<file path="src/rtl/atartb_pkg.sv">
// types and constants of the ata read task-file builder
package atartb_pkg;

    localparam int ADDR_W     = 28;
    localparam int TGT_W      = 3;
    localparam int BYTE_W     = 8;
    localparam int CYL_W      = 16;
    localparam int SPT_W      = 8;
    localparam int HC_W       = 5;
    localparam int CFG_IDX_W  = 2;
    localparam int CFG_DATA_W = 8;

    // chs divider retires this many address bits per cycle unless a full queue stalls it
    localparam int DIV_BITS   = 4;
    localparam int DIV_STEPS  = ADDR_W / DIV_BITS;
    localparam int STEP_W     = $clog2(DIV_STEPS);

    // task-file register targets, in emit order
    localparam logic [TGT_W-1:0] TGT_DRIVE_HEAD = 3'd0;
    localparam logic [TGT_W-1:0] TGT_CYL_HIGH   = 3'd1;
    localparam logic [TGT_W-1:0] TGT_CYL_LOW    = 3'd2;
    localparam logic [TGT_W-1:0] TGT_SECT_NUM   = 3'd3;
    localparam logic [TGT_W-1:0] TGT_SECT_CNT   = 3'd4;
    localparam logic [TGT_W-1:0] TGT_COMMAND    = 3'd5;

    // fixed register bytes
    localparam logic [BYTE_W-1:0] DH_BASE    = 8'hA0;
    localparam logic [BYTE_W-1:0] DRIVE1_BIT = 8'h10;
    localparam logic [BYTE_W-1:0] LBA_BIT    = 8'h40;
    localparam logic [BYTE_W-1:0] CMD_READ   = 8'h21;

    // configuration register indexes
    localparam logic [CFG_IDX_W-1:0] CFG_LBA_MODE = 2'd0;
    localparam logic [CFG_IDX_W-1:0] CFG_SPT      = 2'd1;
    localparam logic [CFG_IDX_W-1:0] CFG_HEADS    = 2'd2;

    localparam logic [SPT_W-1:0] SPT_RESET = 8'd63;
    localparam logic [HC_W-1:0]  HC_RESET  = 5'd16;

    typedef struct packed {
        logic [ADDR_W-1:0] block_address;
        logic              drive_select;
        logic [BYTE_W-1:0] sector_total;
    } in_item_t;

    typedef struct packed {
        logic [TGT_W-1:0]  reg_target;
        logic [BYTE_W-1:0] reg_value;
        logic              final_write;
    } out_item_t;

    // decoded request passed from front to back
    typedef struct packed {
        logic [BYTE_W-1:0] dh_byte;
        logic [CYL_W-1:0]  cylinder;
        logic [BYTE_W-1:0] sector_num;
        logic [BYTE_W-1:0] sector_total;
    } task_t;

    typedef struct packed {
        logic             lba_mode;
        logic [SPT_W-1:0] sectors_per_track;
        logic [HC_W-1:0]  head_count;
    } cfg_t;

endpackage

</file>
<file path="src/rtl/atartb_fifo.sv">
// small queue of decoded requests between front and back
module atartb_fifo
    import atartb_pkg::*;
#(
    parameter int DEPTH = 2
)(
    input  logic  clk,
    input  logic  rst_n,
    input  logic  push,
    input  task_t push_data,
    output logic  push_ready,
    input  logic  pop,
    output logic  head_valid,
    output task_t head
);

    localparam int IDX_W = (DEPTH > 1) ? $clog2(DEPTH) : 1;
    localparam int CNT_W = $clog2(DEPTH + 1);

    task_t             mem [DEPTH];
    logic [IDX_W-1:0]  wr_ptr_reg, wr_ptr_next;
    logic [IDX_W-1:0]  rd_ptr_reg, rd_ptr_next;
    logic [CNT_W-1:0]  count_reg, count_next;
    logic              do_push, do_pop;

    assign push_ready = (count_reg != CNT_W'(DEPTH));
    assign head_valid = (count_reg != '0);
    assign do_push    = push && push_ready;
    assign do_pop     = pop && head_valid;
    assign head       = mem[rd_ptr_reg];

    // pointer and fill count update
    always_comb
    begin
        wr_ptr_next = wr_ptr_reg;
        rd_ptr_next = rd_ptr_reg;
        count_next  = count_reg;
        if (do_push)
        begin
            wr_ptr_next = (wr_ptr_reg == IDX_W'(DEPTH - 1)) ? '0 : wr_ptr_reg + 1'b1;
        end
        if (do_pop)
        begin
            rd_ptr_next = (rd_ptr_reg == IDX_W'(DEPTH - 1)) ? '0 : rd_ptr_reg + 1'b1;
        end
        if (do_push && !do_pop)
        begin
            count_next = count_reg + 1'b1;
        end
        else if (do_pop && !do_push)
        begin
            count_next = count_reg - 1'b1;
        end
    end

    always_ff @(posedge clk or negedge rst_n)
    begin
        if (!rst_n)
        begin
            wr_ptr_reg <= '0;
            rd_ptr_reg <= '0;
            count_reg  <= '0;
        end
        else
        begin
            wr_ptr_reg <= wr_ptr_next;
            rd_ptr_reg <= rd_ptr_next;
            count_reg  <= count_next;
        end
    end

    // entry storage
    always_ff @(posedge clk)
    begin
        if (do_push)
        begin
            mem[wr_ptr_reg] <= push_data;
        end
    end

endmodule

</file>
<file path="src/rtl/atartb_front.sv">
// request intake and lba / chs address translation
module atartb_front
    import atartb_pkg::*;
(
    input  logic     clk,
    input  logic     rst_n,
    input  logic     in_valid,
    output logic     in_ready,
    input  in_item_t in_item,
    input  cfg_t     cfg,
    output logic     push,
    output task_t    push_data,
    input  logic     q_ready
);

    logic              busy_reg, busy_next;
    logic [STEP_W-1:0] step_reg, step_next;
    logic [ADDR_W-1:0] addr_reg;
    logic [SPT_W-1:0]  rem1_reg, rem1_next;
    logic [HC_W-1:0]   rem2_reg, rem2_next;
    logic [CYL_W-1:0]  cyl_reg, cyl_next;
    logic              drive_reg;
    logic [BYTE_W-1:0] count_reg;

    logic [SPT_W-1:0]  div1;
    logic [HC_W-1:0]   div2;
    logic [SPT_W:0]    t1, d1;
    logic [HC_W:0]     t2, d2;
    logic              ge1, ge2;
    logic              accept, last, advance;
    task_t             lba_task, chs_task;

    // zero geometry counts as one
    assign div1 = (cfg.sectors_per_track == '0) ? SPT_W'(1) : cfg.sectors_per_track;
    assign div2 = (cfg.head_count == '0) ? HC_W'(1) : cfg.head_count;

    // two chained restoring dividers, quotient of the first feeds the second
    always_comb
    begin
        rem1_next = rem1_reg;
        rem2_next = rem2_reg;
        cyl_next  = cyl_reg;
        t1  = '0;
        d1  = '0;
        t2  = '0;
        d2  = '0;
        ge1 = 1'b0;
        ge2 = 1'b0;
        for (int k = 0; k < DIV_BITS; k++)
        begin
            t1        = {rem1_next, addr_reg[ADDR_W-1-k]};
            d1        = t1 - {1'b0, div1};
            ge1       = (t1 >= {1'b0, div1});
            rem1_next = ge1 ? d1[SPT_W-1:0] : t1[SPT_W-1:0];
            t2        = {rem2_next, ge1};
            d2        = t2 - {1'b0, div2};
            ge2       = (t2 >= {1'b0, div2});
            rem2_next = ge2 ? d2[HC_W-1:0] : t2[HC_W-1:0];
            cyl_next  = {cyl_next[CYL_W-2:0], ge2};
        end
    end

    // native lba split
    always_comb
    begin
        lba_task.dh_byte      = DH_BASE + (in_item.drive_select ? DRIVE1_BIT : '0)
                              + (LBA_BIT | {4'b0, in_item.block_address[ADDR_W-1:24]});
        lba_task.cylinder     = in_item.block_address[23:8];
        lba_task.sector_num   = in_item.block_address[7:0];
        lba_task.sector_total = in_item.sector_total;
    end

    // chs result from the final divider step
    always_comb
    begin
        chs_task.dh_byte      = DH_BASE + (drive_reg ? DRIVE1_BIT : '0)
                              + {{(BYTE_W-HC_W){1'b0}}, rem2_next};
        chs_task.cylinder     = cyl_next;
        chs_task.sector_num   = rem1_next + 8'd1;
        chs_task.sector_total = count_reg;
    end

    // handshake and queue push
    assign in_ready  = !busy_reg && q_ready;
    assign accept    = in_valid && in_ready;
    assign last      = busy_reg && (step_reg == STEP_W'(DIV_STEPS - 1));
    assign advance   = busy_reg && (!last || q_ready);
    assign push      = (accept && cfg.lba_mode) || (last && q_ready);
    assign push_data = busy_reg ? chs_task : lba_task;

    // divider sequencing
    always_comb
    begin
        busy_next = busy_reg;
        step_next = step_reg;
        if (accept && !cfg.lba_mode)
        begin
            busy_next = 1'b1;
            step_next = '0;
        end
        else if (advance)
        begin
            step_next = step_reg + 1'b1;
            if (last)
            begin
                busy_next = 1'b0;
            end
        end
    end

    always_ff @(posedge clk or negedge rst_n)
    begin
        if (!rst_n)
        begin
            busy_reg <= 1'b0;
            step_reg <= '0;
        end
        else
        begin
            busy_reg <= busy_next;
            step_reg <= step_next;
        end
    end

    // working registers of the divider
    always_ff @(posedge clk)
    begin
        if (accept && !cfg.lba_mode)
        begin
            addr_reg  <= in_item.block_address;
            rem1_reg  <= '0;
            rem2_reg  <= '0;
            cyl_reg   <= '0;
            drive_reg <= in_item.drive_select;
            count_reg <= in_item.sector_total;
        end
        else if (advance)
        begin
            addr_reg <= addr_reg << DIV_BITS;
            rem1_reg <= rem1_next;
            rem2_reg <= rem2_next;
            cyl_reg  <= cyl_next;
        end
    end

endmodule

</file>
<file path="src/rtl/atartb_back.sv">
// register write sequencer with output register
module atartb_back
    import atartb_pkg::*;
(
    input  logic      clk,
    input  logic      rst_n,
    input  logic      q_valid,
    input  task_t     q_head,
    output logic      q_pop,
    output logic      out_valid,
    input  logic      out_ready,
    output out_item_t out_item
);

    logic [TGT_W-1:0]  idx_reg, idx_next;
    logic              out_valid_reg, out_valid_next;
    out_item_t         out_item_reg, out_item_next;
    logic [BYTE_W-1:0] value;
    logic              slot_free, load, is_last;

    assign slot_free = !out_valid_reg || out_ready;
    assign load      = slot_free && q_valid;
    assign is_last   = (idx_reg == TGT_COMMAND);
    assign q_pop     = load && is_last;
    assign out_valid = out_valid_reg;
    assign out_item  = out_item_reg;

    // byte for the current target
    always_comb
    begin
        case (idx_reg)
            TGT_DRIVE_HEAD: value = q_head.dh_byte;
            TGT_CYL_HIGH:   value = q_head.cylinder[CYL_W-1:8];
            TGT_CYL_LOW:    value = q_head.cylinder[7:0];
            TGT_SECT_NUM:   value = q_head.sector_num;
            TGT_SECT_CNT:   value = q_head.sector_total;
            TGT_COMMAND:    value = CMD_READ;
            default:        value = '0;
        endcase
    end

    // next write and sequence position
    always_comb
    begin
        out_item_next.reg_target  = idx_reg;
        out_item_next.reg_value   = value;
        out_item_next.final_write = is_last;
        out_valid_next = slot_free ? q_valid : out_valid_reg;
        idx_next       = idx_reg;
        if (load)
        begin
            idx_next = is_last ? TGT_DRIVE_HEAD : idx_reg + 1'b1;
        end
    end

    always_ff @(posedge clk or negedge rst_n)
    begin
        if (!rst_n)
        begin
            idx_reg       <= TGT_DRIVE_HEAD;
            out_valid_reg <= 1'b0;
        end
        else
        begin
            idx_reg       <= idx_next;
            out_valid_reg <= out_valid_next;
        end
    end

    // output payload
    always_ff @(posedge clk)
    begin
        if (load)
        begin
            out_item_reg <= out_item_next;
        end
    end

endmodule

</file>
<file path="src/rtl/ata_read_taskfile_builder_unit.sv">
// top level of the ata read task-file builder
//
//  channel  | handshake              | payload
//  ---------+------------------------+---------------------------------
//  in       | in_valid / in_ready    | in_item (address, drive, count)
//  out      | out_valid / out_ready  | out_item (target, value, final)
//  cfg      | cfg_valid / cfg_ready  | cfg_index, cfg_data
//
// each request yields six out transfers, one per cycle unless out stalls, set by the back sequencer
// lba mode: a request is queued in the cycle it is taken; the back sets the sustained rate
// chs mode: after intake, 7 divider steps of 4 address bits run before the next request is taken,
// which sets the sustained rate; the queue lets front and back overlap
// reset is asynchronous and active low; no clearing pass, config returns to defaults
// a stalled out transfer holds the output register; the front keeps working until the queue fills
module ata_read_taskfile_builder_unit
    import atartb_pkg::*;
#(
    parameter int QUEUE_DEPTH = 2
)(
    input  logic                  clk,
    input  logic                  rst_n,
    input  logic                  in_valid,
    output logic                  in_ready,
    input  in_item_t              in_item,
    output logic                  out_valid,
    input  logic                  out_ready,
    output out_item_t             out_item,
    input  logic                  cfg_valid,
    output logic                  cfg_ready,
    input  logic [CFG_IDX_W-1:0]  cfg_index,
    input  logic [CFG_DATA_W-1:0] cfg_data
);

    cfg_t  cfg_reg;
    logic  q_push, q_push_ready, q_pop, q_valid;
    task_t q_push_data, q_head;

    assign cfg_ready = 1'b1;

    // configuration registers
    always_ff @(posedge clk or negedge rst_n)
    begin
        if (!rst_n)
        begin
            cfg_reg.lba_mode          <= 1'b0;
            cfg_reg.sectors_per_track <= SPT_RESET;
            cfg_reg.head_count        <= HC_RESET;
        end
        else if (cfg_valid && cfg_ready)
        begin
            case (cfg_index)
                CFG_LBA_MODE: cfg_reg.lba_mode          <= cfg_data[0];
                CFG_SPT:      cfg_reg.sectors_per_track <= cfg_data[SPT_W-1:0];
                CFG_HEADS:    cfg_reg.head_count        <= cfg_data[HC_W-1:0];
                default:      ;
            endcase
        end
    end

    // request intake and translation
    atartb_front u_front (
        .clk       (clk),
        .rst_n     (rst_n),
        .in_valid  (in_valid),
        .in_ready  (in_ready),
        .in_item   (in_item),
        .cfg       (cfg_reg),
        .push      (q_push),
        .push_data (q_push_data),
        .q_ready   (q_push_ready)
    );

    // decoupling queue
    atartb_fifo #(
        .DEPTH (QUEUE_DEPTH)
    ) u_fifo (
        .clk        (clk),
        .rst_n      (rst_n),
        .push       (q_push),
        .push_data  (q_push_data),
        .push_ready (q_push_ready),
        .pop        (q_pop),
        .head_valid (q_valid),
        .head       (q_head)
    );

    // register write sequencer
    atartb_back u_back (
        .clk       (clk),
        .rst_n     (rst_n),
        .q_valid   (q_valid),
        .q_head    (q_head),
        .q_pop     (q_pop),
        .out_valid (out_valid),
        .out_ready (out_ready),
        .out_item  (out_item)
    );

endmodule

</file>
<file path="config.mk">
export PLATFORM = sky130hd
export DESIGN_NAME = ata_read_taskfile_builder_unit
export DESIGN_NICKNAME = d
export VERILOG_FILES = /design/src/rtl/atartb_pkg.sv /design/src/rtl/atartb_fifo.sv /design/src/rtl/atartb_front.sv /design/src/rtl/atartb_back.sv /design/src/rtl/ata_read_taskfile_builder_unit.sv
export SDC_FILE = /design/constraint.sdc
export NUM_CORES = 1
export LEC_CHECK = 0
export BUFFER_PORTS_ARGS = -buffer_cell sky130_fd_sc_hd__buf_4
export CAP_MARGIN = 20
export CORE_MARGIN = 5
export CORE_UTILIZATION = 45
export CTS_CLUSTER_SIZE = 14
export DETAILED_ROUTE_END_ITERATION = 16
export REMOVE_ABC_BUFFERS = 1
export SLEW_MARGIN = 20
export SYNTH_ARGS = -nofsm -noshare
export SYNTH_HDL_FRONTEND = slang
export SYNTH_SLANG_ARGS = --single-unit
</file>
<file path="constraint.sdc">
create_clock -name clk -period 29.7 [get_ports clk]
set_input_delay 2.97 -clock clk [delete_from_list [all_inputs] [get_ports clk]]
set_output_delay 2.97 -clock clk [all_outputs]
set_load 0.01 [all_outputs]
</file>
## Word-level counts from Yosys, hierarchy flattened

Memories as Yosys holds them, arrays and structs flattened.
Cells that the tools add are included.

| word-level totals | value |
|---|---|
| bits in registers | 100 |
| memories kept | 1 |
| output and inout bits | 15 |
| memory bits (writable) | 80 |

Memories:

| name | depth | bits a word | read ports | clocked after Yosys merged registers in | write ports | RTL line | text |
|---|---|---|---|---|---|---|---|
| u_fifo.mem | 2 | 40 | 1 | 0 | 1 | atartb_fifo.sv:20 | `task_t mem [DEPTH];` |

| operators by class | value |
|---|---|
| multiplexer cells | 28 |
| $add $sub $neg | 19 |
| order comparisons | 8 |
| reductions and logical operators | 34 |
| equality and inequality tests | 9 |

Operators with widths:

| kind | count |
|---|---|
| two-way mux 28 bit | 2 |
| case mux 8 bit (6 select lines) | 1 |
| two-way mux 40 bit | 1 |
| two-way mux 8 bit | 5 |
| >= comparator 9 x 8 -> 1 bit | 4 |
| two-way mux 5 bit | 7 |
| subtractor 8 bit | 4 |
| >= comparator 6 x 5 -> 1 bit | 4 |
| subtractor 5 bit | 4 |
| adder 8 bit, first input constant | 2 |
| logical AND 1 bit | 13 |
| equality test 3 bit, second input constant | 3 |
| two-way mux 3 bit | 3 |
| adder 8 x 1 -> 8 bit, second input constant | 1 |
| adder 8 x 5 -> 8 bit | 1 |
| adder 8 x 7 -> 8 bit | 1 |
| zero test 8 bit | 1 |
| AND reduction 2 bit | 4 |
| nonzero test 2 bit | 4 |
| two-way mux 1 bit | 7 |
| adder 3 x 1 -> 3 bit, second input constant | 2 |
| equality test 3 x 2 -> 1 bit, second input constant | 2 |
| zero test 1 bit | 6 |
| zero test 5 bit | 1 |
| 11 further kinds | 15 |

## Depth between registers and ports, before layout

| logic depth | value |
|---|---|
| word-level depth | 13 |
| mapped depth | 48 |
| depth with buffers taken out | 46 |

## Hierarchy

Synthesis repeated with hierarchy kept, for this count alone.

| unflattened totals | value |
|---|---|
| cells, all modules | 932 |
| area total of the unflattened synthesis | 10819.1 µm² |

Modules (own cells, without submodules):

| module | area an instance (µm²) | cells each | instances | seq. area each (µm²) |
|---|---|---|---|---|
| atartb_front | 6025.8 | 678 | 1 | 1711.6 |
| atartb_fifo | 3284.4 | 143 | 1 | 2502.4 |
| atartb_back | 928.4 | 78 | 1 | 460.4 |
| ata_read_taskfile_builder_unit | 580.6 | 33 | 1 | 359.1 |

## Worst setup path after synthesis

OpenSTA, ideal clock, no wires.

| timing path | value |
|---|---|
| path kind | reg2reg |
| start | reg cfg_reg[7] (netlist name) |
| end | mem u_fifo.mem[0][36] (netlist name), data pin |
| path buffers | 1 |
| cell stages (with the launch flop) | 47 |
| data required time | 29.438 ns |
| library setup time | 0.262 ns |
| arrival | 9.577 ns |
| slack | 19.861 ns |
| cell sequence | dfstp_2 nor4_1 a41o_1 ha_1 inv_1 fa_1 a21o_1 a211oi_1 a21oi_1 mux2_2 ha_1 nand2_1 o21ai_1 a21o_1 a21oi_1 nand2_1 mux2_2 ha_1 [... 11 more ...] a21oi_1 o31a_1 o22a_1 a311oi_1 mux2i_4 buf_6 inv_1 ha_1 fa_1 inv_1 a21o_1 a21oi_1 nand2_1 a21oi_1 o21ai_4 mux2_4 ha_1 mux2_2 |

RTL lines:

| what | RTL line | text |
|---|---|---|
| start, declared | ata_read_taskfile_builder_unit.sv:34 | `cfg_t cfg_reg;` |
| end, declared | atartb_fifo.sv:20 |  |

==> impl_metrics.py <==
metrics = {
    "clocking": {
        "clk_latency_ns": 0.44,
        "htree_levels": 4,
        "numCtsBuffers": 17,
        "postCtsSetupRepairBufs": 0,
        "cts.sinks": 178,
        "cts_hold_buf": 0,
        "ctsResizeCount": 0,
        "cts.path.max_buffers": 2,
        "cts_root_buffer": "clkbuf_16",
        "clkSlewWorstSetupHoldPaths_ns": 0.07,
        "cts_tree": "yes",
    },
    "synth": {
        "syn_area_per_cell_um2": 11.8,
        "synthArstFlopShare": 0.146,
        "synth.distinct_cells": 86,
        "synth_flop_cell": "edfxtp_1",
        "netlist_instances": 870,
        "synth_top_cells_by_area": "edfxtp_1, mux2_2, ha_1, dfxtp_1, dfrtp_1",
        "yosysWarnings": 0,
        "synthXorXnorAreaFrac": 0.0349,
        "synth_enable_flop_cells": 127,
        "yosysMostFrequentCell": "edfxtp_1",
        "seq_area_frac_synth": 0.483,
        "synth-seq-cells": 178,
        "synth_top_family_by_area": "multiplexers",
        "synth_top_area_share": 0.371,
        "yosys-top-cells-count": "edfxtp_1, mux2_2, nand2_1",
        "synth-compound-area-share": 0.131,
        "synthSimpleGateAreaFrac": 0.0908,
        "synth.largest_area_cell": "edfxtp_1",
        "syn-cell-area_um2": 10300,
        "synth_fa_ha_area_frac": 0.0861,
        "synthMuxAreaShare": 0.139,
    },
    "finish": {
        "ff_latch_area_um2": 4970,
        "syn2layout_area_growth_pct": 13.3,
        "multiInputGateArea_um2": 4980,
        "drive_above_1_share": 0.253,
        "largest_reg_flops": 78,
        "antenna_cells": 0,
        "finalNetCount": 1051,
        "num-fill-cells": 2029,
    },
    "timing": {
        "max_freq_mhz": 87.9,
        "whs_ns": 0.473,
        "finalHoldViolations": 0,
        "relSlewSlack": 0.359,
        "setup-violations-final": 0,
        "period_share": 0.383,
        "worst_clock_skew_ns": 0.0121,
        "report.final.slew_viol_count": 0,
        "setup_tns_ns": 0,
        "tightest_slew_ns": 0.961,
        "rsz0062_at_grt": "no",
        "min_period_ns": 11.38,
    },
    "worst_hold_path": {
        "min_path_type": "register to register",
        "hold_path_end": "u_front.cyl_reg[11]",
        "hold_start": "u_front.cyl_reg[11]",
        "worstHoldPathCells": 1,
    },
    "critical_path": {
        "worstPathRequired_ns": 29.89,
        "r2r_setup_slack_ns": 18.32,
        "cp-start-kind": "register",
        "cp_common_cell": "ha_1",
        "r2r_start": "cfg_reg[6]",
        "worst-path-buf-inv": 5,
        "crit_type": "register to register",
        "cpLargestDelayFamily": "compound AO/OA/AOI/OAI gates",
        "path_depth": 44,
        "r2r_end": "u_fifo.mem[0][36]",
        "critPathSlowestCell": "o21ai_0",
        "reg2reg_depth": 44,
        "slowest_delay_ns": 0.67,
        "critPathCaptureType": "register",
        "critical_path_arrival_ns": 11.56,
        "critPathMaxFanout": 13,
    },
    "grt": {
        "grt_max_degree": 50,
        "track_usage": 0.192,
        "antenna_found_initial": 0,
        "grt_pass1_wl_um": 38600,
        "grt_pass1_vias": 6755,
        "grt_overflow": 0,
    },
    "routing": {
        "antenna_left": 0,
        "drtPass1Iterations": 5,
        "vias": 6967,
        "drtIter0Drc": 405,
        "drt_wl_total_um": 24700,
        "wl_per_cell_um": 20.0,
        "vias_per_cell": 5.66,
        "remaining_drc_errors": 0,
    },
    "die": {
        "rows": 55,
        "die_width_um": 161,
        "ioPinCount": 67,
        "core_area_um2": 22600,
        "initial_core_util": 0.456,
        "die-area_um2": 26000,
        "die_height_um": 161,
    },
    "placed_design": {
        "gp_congestion": 0.923,
        "numPortBuffers": 65,
        "dp_hpwl_um": 18300,
    },
    "run": {
        "cap_violations": 0,
    },
    "status": {
        "outcome": "completed",
    },
}
==> layout make-up <==
cell class,instances,share of cell area
clock buffers,18,0.0368
flip-flops and latches,178,0.427
clock inverters,14,0.0141
repair buffers,74,0.0477
well taps,285,0.0306
multi-input cells,611,0.427
inverters,51,0.0166
==> how the worst max path moves through the flow <==
stage	start	end	slack, ns
after floorplan	cfg_reg[7]	u_fifo.mem[0][36]	19.90
after global placement	cfg_reg[7]	u_fifo.mem[0][36]	18.75
after detailed placement	cfg_reg[6]	u_fifo.mem[0][36]	18.55
after CTS	cfg_reg[6]	u_fifo.mem[0][36]	18.49
after global routing	cfg_reg[6]	u_fifo.mem[0][36]	17.53
final	cfg_reg[6]	u_fifo.mem[0][36]	18.32
==> kinds of logic (layout without fill, tap and decap cells) <==
family,count (synthesis),count (layout)
adder cells (fa/ha/maj),66,66
multiplexers,124,124
AND/OR/NAND/NOR,181,181
XOR/XNOR,41,41
other,1,1
AO/OA/AOI/OAI,198,198
buffers and inverters,81,157
flip-flops,178,178
==> placed cells by master, fill, tap and decap left out, drive strengths merged, types with 7 or more instances in the layout <==
| cell type | count |
|---|---|
| nand3 | 9 |
| and2 | 10 |
| xor2 | 11 |
| inv | 58 |
| a21o | 19 |
| dfstp | 7 |
| dfrtp | 19 |
| mux2i | 24 |
| a21oi | 41 |
| ha | 58 |
| nor2b | 17 |
| nand2b | 8 |
| nor3 | 12 |
| xnor2 | 30 |
| edfxtp | 127 |
| clkbuf | 18 |
| dfxtp | 25 |
| nor2 | 33 |
| nand2 | 62 |
| fa | 8 |
| a22o | 16 |
| o22ai | 11 |
| mux2 | 97 |
| o21ai | 51 |
| buf | 74 |
==> stage by stage <==
step	worst slack [ns]	utilization	std cells	cell area (um2)
finish	18.32	0.516	1231	11700
global route	17.53	0.516	1231	11700
CTS	18.49	0.516	1231	11700
detailed placement	18.55	0.490	1199	11100
global placement	18.75	0.490	1199	11100
floorplan	19.90	-	840	10100
==> routing by layer <==
layer | share of wire | GRT usage
met2 | 0.48 | 0.313
met1 | 0.46 | 0.265
met4 | 0.014 | 0.0489
met5 | 0 | 0
met3 | 0.048 | 0.0388
Power is left out: the tool's default activity adds up to more than one toggle a clock period on the data nets, which glitch-free logic cannot reach.
